[config.mk]
export PLATFORM = sky130hd
export DESIGN_NAME = krt_ctrl
export DESIGN_NICKNAME = d
export VERILOG_FILES = /design/src/rtl/krt_pkg.sv /design/src/rtl/krt_ctrl.sv
export SDC_FILE = /design/constraint.sdc
export NUM_CORES = 1
export LEC_CHECK = 0
export BUFFER_PORTS_ARGS = -buffer_cell sky130_fd_sc_hd__buf_2
export CORE_AREA = 2 2 39 41
export CTS_CLUSTER_DIAMETER = 100
export DETAILED_ROUTE_END_ITERATION = 16
export DIE_AREA = 0 0 41 43
export PLACE_DENSITY = 0.68
export RECOVER_POWER = 100
export SYNTH_ARGS = -nofsm -noshare
export SYNTH_HDL_FRONTEND = slang
export SYNTH_SLANG_ARGS = --single-unit
[constraint.sdc]
create_clock -name clk_i -period 1.2 [get_ports clk_i]
set_input_delay 0.24 -clock clk_i [delete_from_list [all_inputs] [get_ports clk_i]]
set_output_delay 0.24 -clock clk_i [all_outputs]
set_load 0.005 [all_outputs]
[src/rtl/krt_pkg.sv]
// keyed record table: shared constants and the controller/datapath command and status types
// used by krt_ctrl, krt_dp and keyed_record_table
package krt_pkg;
  localparam int unsigned Capacity = 256;
  localparam int unsigned KeyBits = 32;
  localparam int unsigned IdxW = $clog2(Capacity);
  localparam int unsigned CntW = $clog2(Capacity + 1);

  localparam logic [2:0] CmdAdd = 3'd0;
  localparam logic [2:0] CmdRemove = 3'd1;
  localparam logic [2:0] CmdModify = 3'd2;
  localparam logic [2:0] CmdFind = 3'd3;
  localparam logic [2:0] CmdSort = 3'd4;
  localparam logic [2:0] CmdClear = 3'd5;

  localparam logic [1:0] RegInitialSize = 2'd0;
  localparam logic [1:0] RegGrowthStep = 2'd1;

  // datapath operations
  typedef enum logic [3:0] {
    OpNone, OpStart, OpSrchInit, OpSrchRead, OpSrchEval, OpApply, OpAddWrite, OpRmRead,
    OpRmWrite, OpSortOuter, OpSortRead, OpSortEval, OpSortPlace, OpDone
  } krt_op_e;

  typedef struct packed {
    krt_op_e op;
  } krt_cmd_t;

  typedef struct packed {
    logic [2:0] cmd;
    logic       srch_done;
    logic       hit;
    logic       sort_outer_done;
    logic       sort_shift;
  } krt_sts_t;
endpackage

[src/rtl/krt_ctrl.sv]
// keyed record table controller: sequences search, update and sort steps
// depends on krt_pkg
module krt_ctrl import krt_pkg::*; (
  input  logic     clk_i,
  input  logic     rst_ni,
  input  logic     start_i,
  input  logic     out_free_i,
  input  krt_sts_t sts_i,
  output krt_cmd_t dp_cmd_o,
  output logic     busy_o
);
  localparam logic [3:0] StIdle = 4'd0;
  localparam logic [3:0] StDispatch = 4'd1;
  localparam logic [3:0] StSrchRead = 4'd2;
  localparam logic [3:0] StSrchEval = 4'd4;
  localparam logic [3:0] StApply = 4'd5;
  localparam logic [3:0] StRmWrite = 4'd7;
  localparam logic [3:0] StSortOuter = 4'd8;
  localparam logic [3:0] StSortEval = 4'd10;
  localparam logic [3:0] StDone = 4'd11;
  localparam logic [3:0] StSortRead = 4'd12;

  logic [3:0] state_q, state_d;

  always_comb begin
    state_d = state_q;
    dp_cmd_o.op = OpNone;
    case (state_q)
      StIdle: begin
        if (start_i) begin
          dp_cmd_o.op = OpStart;
          state_d = StDispatch;
        end
      end
      StDispatch: begin
        if (sts_i.cmd == CmdSort) begin
          state_d = StSortOuter;
        end else if (sts_i.cmd inside {CmdAdd, CmdRemove, CmdModify, CmdFind}) begin
          dp_cmd_o.op = OpSrchInit;
          state_d = StSrchRead;
        end else begin
          state_d = StDone;
        end
      end
      StSrchRead: begin
        if (sts_i.srch_done) begin
          state_d = StApply;
        end else begin
          dp_cmd_o.op = OpSrchRead;
          state_d = StSrchEval;
        end
      end
      StSrchEval: begin
        dp_cmd_o.op = OpSrchEval;
        state_d = StSrchRead;
      end
      StApply: begin
        if (sts_i.cmd == CmdAdd) begin
          dp_cmd_o.op = OpAddWrite;
          state_d = StDone;
        end else if (sts_i.cmd == CmdRemove && sts_i.hit) begin
          dp_cmd_o.op = OpRmRead;
          state_d = StRmWrite;
        end else begin
          dp_cmd_o.op = OpApply;
          state_d = StDone;
        end
      end
      StRmWrite: begin
        dp_cmd_o.op = OpRmWrite;
        state_d = StDone;
      end
      StSortOuter: begin
        dp_cmd_o.op = OpSortOuter;
        state_d = sts_i.sort_outer_done ? StDone : StSortRead;
      end
      StSortRead: begin
        dp_cmd_o.op = OpSortRead;
        state_d = StSortEval;
      end
      StSortEval: begin
        dp_cmd_o.op = OpSortEval;
        state_d = sts_i.sort_shift ? StSortRead : StSortOuter;
      end
      StDone: begin
        if (out_free_i) begin
          dp_cmd_o.op = OpDone;
          state_d = StIdle;
        end
      end
      default: state_d = StIdle;
    endcase
  end

  always_ff @(posedge clk_i or negedge rst_ni) begin
    if (!rst_ni) begin
      state_q <= StIdle;
    end else begin
      state_q <= state_d;
    end
  end

  assign busy_o = (state_q != StIdle);
endmodule

# == Word level (Yosys, flattened, before mapping) ==
# Index checks and enable logic that the tools add are counted.
# op_classes
reduce_logical,6
n_eq_ne,15
mux,18
# ops
operator,n
case mux 4 bit (10 select lines),2
two-way mux 4 bit,7
equality test 4 bit (second input constant),4
equality test 4 x 3 -> 1 bit (second input constant),3
two-way mux 2 bit,5
nonzero test 4 bit,2
equality test 3 x 2 -> 1 bit (second input constant),2
two-way mux 3 bit,2
equality test 4 x 1 -> 1 bit (second input constant),1
equality test 4 x 2 -> 1 bit (second input constant),1
logical NOT 4 bit,1
!= test 2 bit (second input constant),2
equality test 3 x 1 -> 1 bit (second input constant),1
equality test 3 bit (second input constant),1
logical NOT 3 bit,1
two-way mux 1 bit,2
AND reduction 2 bit,1
logical AND 1 bit,1
# totals
output_inout_bits,5
register_bits,4
inputBits,11

# == Logic depth before layout (Yosys ltp) ==
# logic_depth
word_depth,5
mapped_depth,5
depth_no_buf,4

# == Worst setup path after synthesis ==
# Ideal clock, no wire load.
# synth_path
kind,flip-flop to output port
from,register state_q[0]
to,output port dp_cmd_o[1] in the netlist's numbering
slack_ns,-0.059
path_stages_with_launch,6
path_buffers,1
required_ns,0.960
t_arrival_ns,1.019
cell_sequence,dfrtp_1 > buf_2 > nand3b_1 > nor2_1 > a22oi_1 > o22ai_1
# synth_rtl
item,line_no,rtl
start: declaration,krt_ctrl.sv:23,"logic [3:0] state_q, state_d;"
start signal: assignment,krt_ctrl.sv:97,state_q <= StIdle;
start signal: assignment,krt_ctrl.sv:99,state_q <= state_d;
end: declaration,krt_ctrl.sv:9,"output krt_cmd_t dp_cmd_o,"

==> reports/results.txt <==
For this run, asynchronously set or reset flops after synthesis account for 100%. The worst setup path is launched from a flop. Summed over all cells, the static leakage comes to 0.405 nW. The minimum clock period is 1700 ps. The share of total power consumed by net switching was 44.0%; the global router's overall resource usage was 20.7%. The largest registers in the layout are state_q x4. The register with the most flip-flops in the layout has 4 of them.

The run gives -497 ps as the slack of the critical path. Across the run, the number of max-cap violations was 0. The final reports fail on setup timing. Summed over all nets, the switching power comes to 0.914 mW.

For this run, the top clock speed supported by timing is 589 MHz. The critical path class was reg2out. Sequential cells were found to cover 22.0% of the synthesized design area. dfrtp_1 takes more of the synthesized area than any other cell. Source of the worst register-to-register timing path: state_q[0]. The initial antenna violation count is 0, and the headroom to the max-slew limit is 80.0%. Ranked by total cell area, the synthesized netlist is headed by dfrtp_1, nand2_1, nor2_1. The tools report the termination of the worst setup path as dp_cmd_o[1]. The average size of a mapped cell came out at 7.10 um2.

The initial core utilization was 32.8%. The number of buffers inserted during clock tree synthesis was 3. The maximum net fanout on the critical path is 4, and the worst hold-check slack is 290 ps. The clock share of power is 8.8%, and the chip width is 41 um. The worst setup path is captured at an output port.

The max-slew violation total from the final report was 0; the worst slack after detailed placement was -261 ps. At the pin with the least slew margin, the transition time is 300 ps. The run gives -450 ps as the setup slack of the worst register-to-register path. Global routing finished with a remaining overflow of 0. The flow ran to the end, but the final reports show violations. TritonCTS built the clock tree. In this run the biggest area consumer among cell types represents 22.0% of the synthesized area. The number of antenna diodes in the final layout is 0. Clock-pin slew was measured on the worst setup and hold paths at 40 ps. After floorplanning, the core was divided into 14 placement rows. The post-route clock period utilization was 141%. Setup repair after global routing could not meet its margin everywhere. The number of clock sinks is 4, and the count of distinct cell types in the synthesized netlist is 32. The tools report the number of hold-slack violations in the final timing report as 0.

Tracing the worst setup path back leads to its startpoint at state_q[3]. The tools report the footprint of the flip-flops and latches as 105 um2. The synthesized design contains 4 register bits.

Measured in cells, the most critical reg-to-reg path has a length of 6. Entering global routing, the biggest net connects 11 pins. The run gives 16 as the count of boundary I/O pins.

The number of instances in the synthesized netlist was 64. The tools report the final setup skew as 7.40 ps. Yosys mapped a number of flops with a built-in enable equal to 0. The sum of routed wire length over all layers was 1950 um. The number of global-route vias before repair came out at 620. The run gives 42 as the number of DRC markers in iteration 0. The power per unit of standard cell area is 2410 nW/um2. The register with the most flip-flops was state_q.

Worst hold path class: in2reg. For the cell area after technology mapping, the log shows 454 um2. The power share of the sequential group came out at 15.8%. The tools report the total setup violations reported at the end of the flow as 9. For the final net count, the log shows 123. The root buffer cell chosen for the clock tree is clkbuf_4.

The Yosys step of the flow raised 0 warnings. The detail route stage leaves a number of antenna-violating nets equal to 0. The internal portion of the total power is 1.16 mW.

The run gives 2.08 mW as the total power draw. Combinational logic is responsible for 75.3% of the overall power. The die area is 1760 um2.

The maximum level of the CTS H-tree came out at 1. By instance count, the leading cell after synthesis is nand2_1. The run gives 4 as the count of TritonRoute iterations in the first routing pass. The area added between synthesis and finish came out at 89.8%. The tools report the source-to-sink clock delay at the later pin of the worst-skew pair as 250 ps.

At the worst endpoint, the required time is 960 ps. During placement, the flow inserted port buffers numbering 15. After detailed routing, the number of remaining DRC violations is 0. Counting the fill cells in the layout gives 118.

The tools report the worst vdd rail ir drop as 0.844 mV. The die is 43 um tall. Of the cells placed in the final design, the portion with a size suffix greater than 1 is 58.2%. The most used flip-flop cell after synthesis is dfrtp_1. At the end of routability-driven placement, the weighted congestion stood at 0.921. For the half-perimeter wire length after placement, the log shows 1070 um. The first global-routing pass estimated 2530 um of wire. The routed layout has 722 vias. Core outline area: 1380 um2.

The per-cell via count in the routed design is 5.73. The endpoint identified for the worst register-to-register timing path is state_q[3]. The multi-input combinational cells in the finished layout cover a total of 362 um2. Placement-stage cell area: 694 um2. The synthesized net count came out at 75. After synthesis, the most frequently instantiated cells are nand2_1, nor2_1, buf_2. No sink is reached through more buffers than the 2 on the longest clock path. With fillers left out, the area of the finished cells amounts to 862 um2. After detailed routing, the average wire length per cell comes to 15.5 um. Data arrives at the worst endpoint at 1460 ps.
[cells by family (layout without fill, tap and decap cells)]
group	after synthesis	in the layout	share of synthesized area [%]
buf+inv	8	54	7.99
compound gates	25	25	37.5
simple gates	27	27	32.5
flops	4	4	22.0
[repair_timing]
item                                   4_1_cts  5_1_grt
pin swaps                                    7        6
hold buffers                                 1        0
endpoints found under the hold margin        4        0
resized for setup                           15        4
setup endpoints to repair                    9        9
gates cloned                                 0        0
buffers inserted                             5        5
[worst max-delay path, cell delays in order (launching register included)]
cell and delay, ps:
dfrtp_2 410, nand3b_1 240, nor2_2 190, a22oi_2 70
o22ai_1 160, buf_2 130
[layer usage]
| layer | global-route usage (%) | routed length (um) |
|---|---|---|
| met2 | 32.5 | 967 |
| met4 | 10.7 | 85 |
| met1 | 26.9 | 815 |
| met5 | 0 | 0 |
| met3 | 1.57 | 86 |
[cell usage in the layout, fill, tap and decap left out, types with 2 or more instances in the layout]
master	synthesis	routed
buf_4	0	28
nand2_1	8	8
buf_6	0	4
a311oi_2	0	2
clkbuf_4	0	3
o21ai_0	4	3
o21ai_1	1	2
o31ai_1	2	2
nor2_1	7	4
a21oi_1	4	4
a31oi_1	3	3
nor2_2	0	2
buf_2	5	14
dfrtp_2	0	4
[through the flow]
step / util [%] / TNS, ps / cells
final: 62.3 / -3220 / 126
after global routing: 62.3 / -3670 / 126
after CTS: 58.1 / -2220 / 121
after detailed placement: 50.2 / -1310 / 112
after global placement: 50.2 / -1250 / 112
after floorplan: - / -69.6 / 64
[area by class of cell]
type / instances / area share, %
multi-input cells: 52 / 41.9
repair buffers: 48 / 39.3
flip-flops and latches: 4 / 12.2
clock buffers: 3 / 2.61
well taps: 16 / 2.32
inverters: 3 / 1.60
[power by group through the flow]
stage	Clock (mW)	Combinational, mW	Sequential [mW]
6_report	0.183	1.56	0.329
5_1_grt	0.186	1.69	0.338
4_1_cts	0.184	1.33	0.326
3_5_place_dp	0	1.13	0.323
3_3_place_gp	0	1.14	0.315
2_1_floorplan	0	0.699	0.222
[worst min-delay path by stage]
stage	from	end	slack, ps	cells after the start
after floorplan	rst_ni	state_q[0]	-60	0
after global placement	rst_ni	state_q[0]	40	1
after detailed placement	rst_ni	state_q[2]	50	1
after CTS	sts_i[6]	state_q[2]	290	3
after global routing	sts_i[5]	state_q[2]	310	3
final	sts_i[0]	state_q[2]	290	3
(Power assumes the default switching activity.)
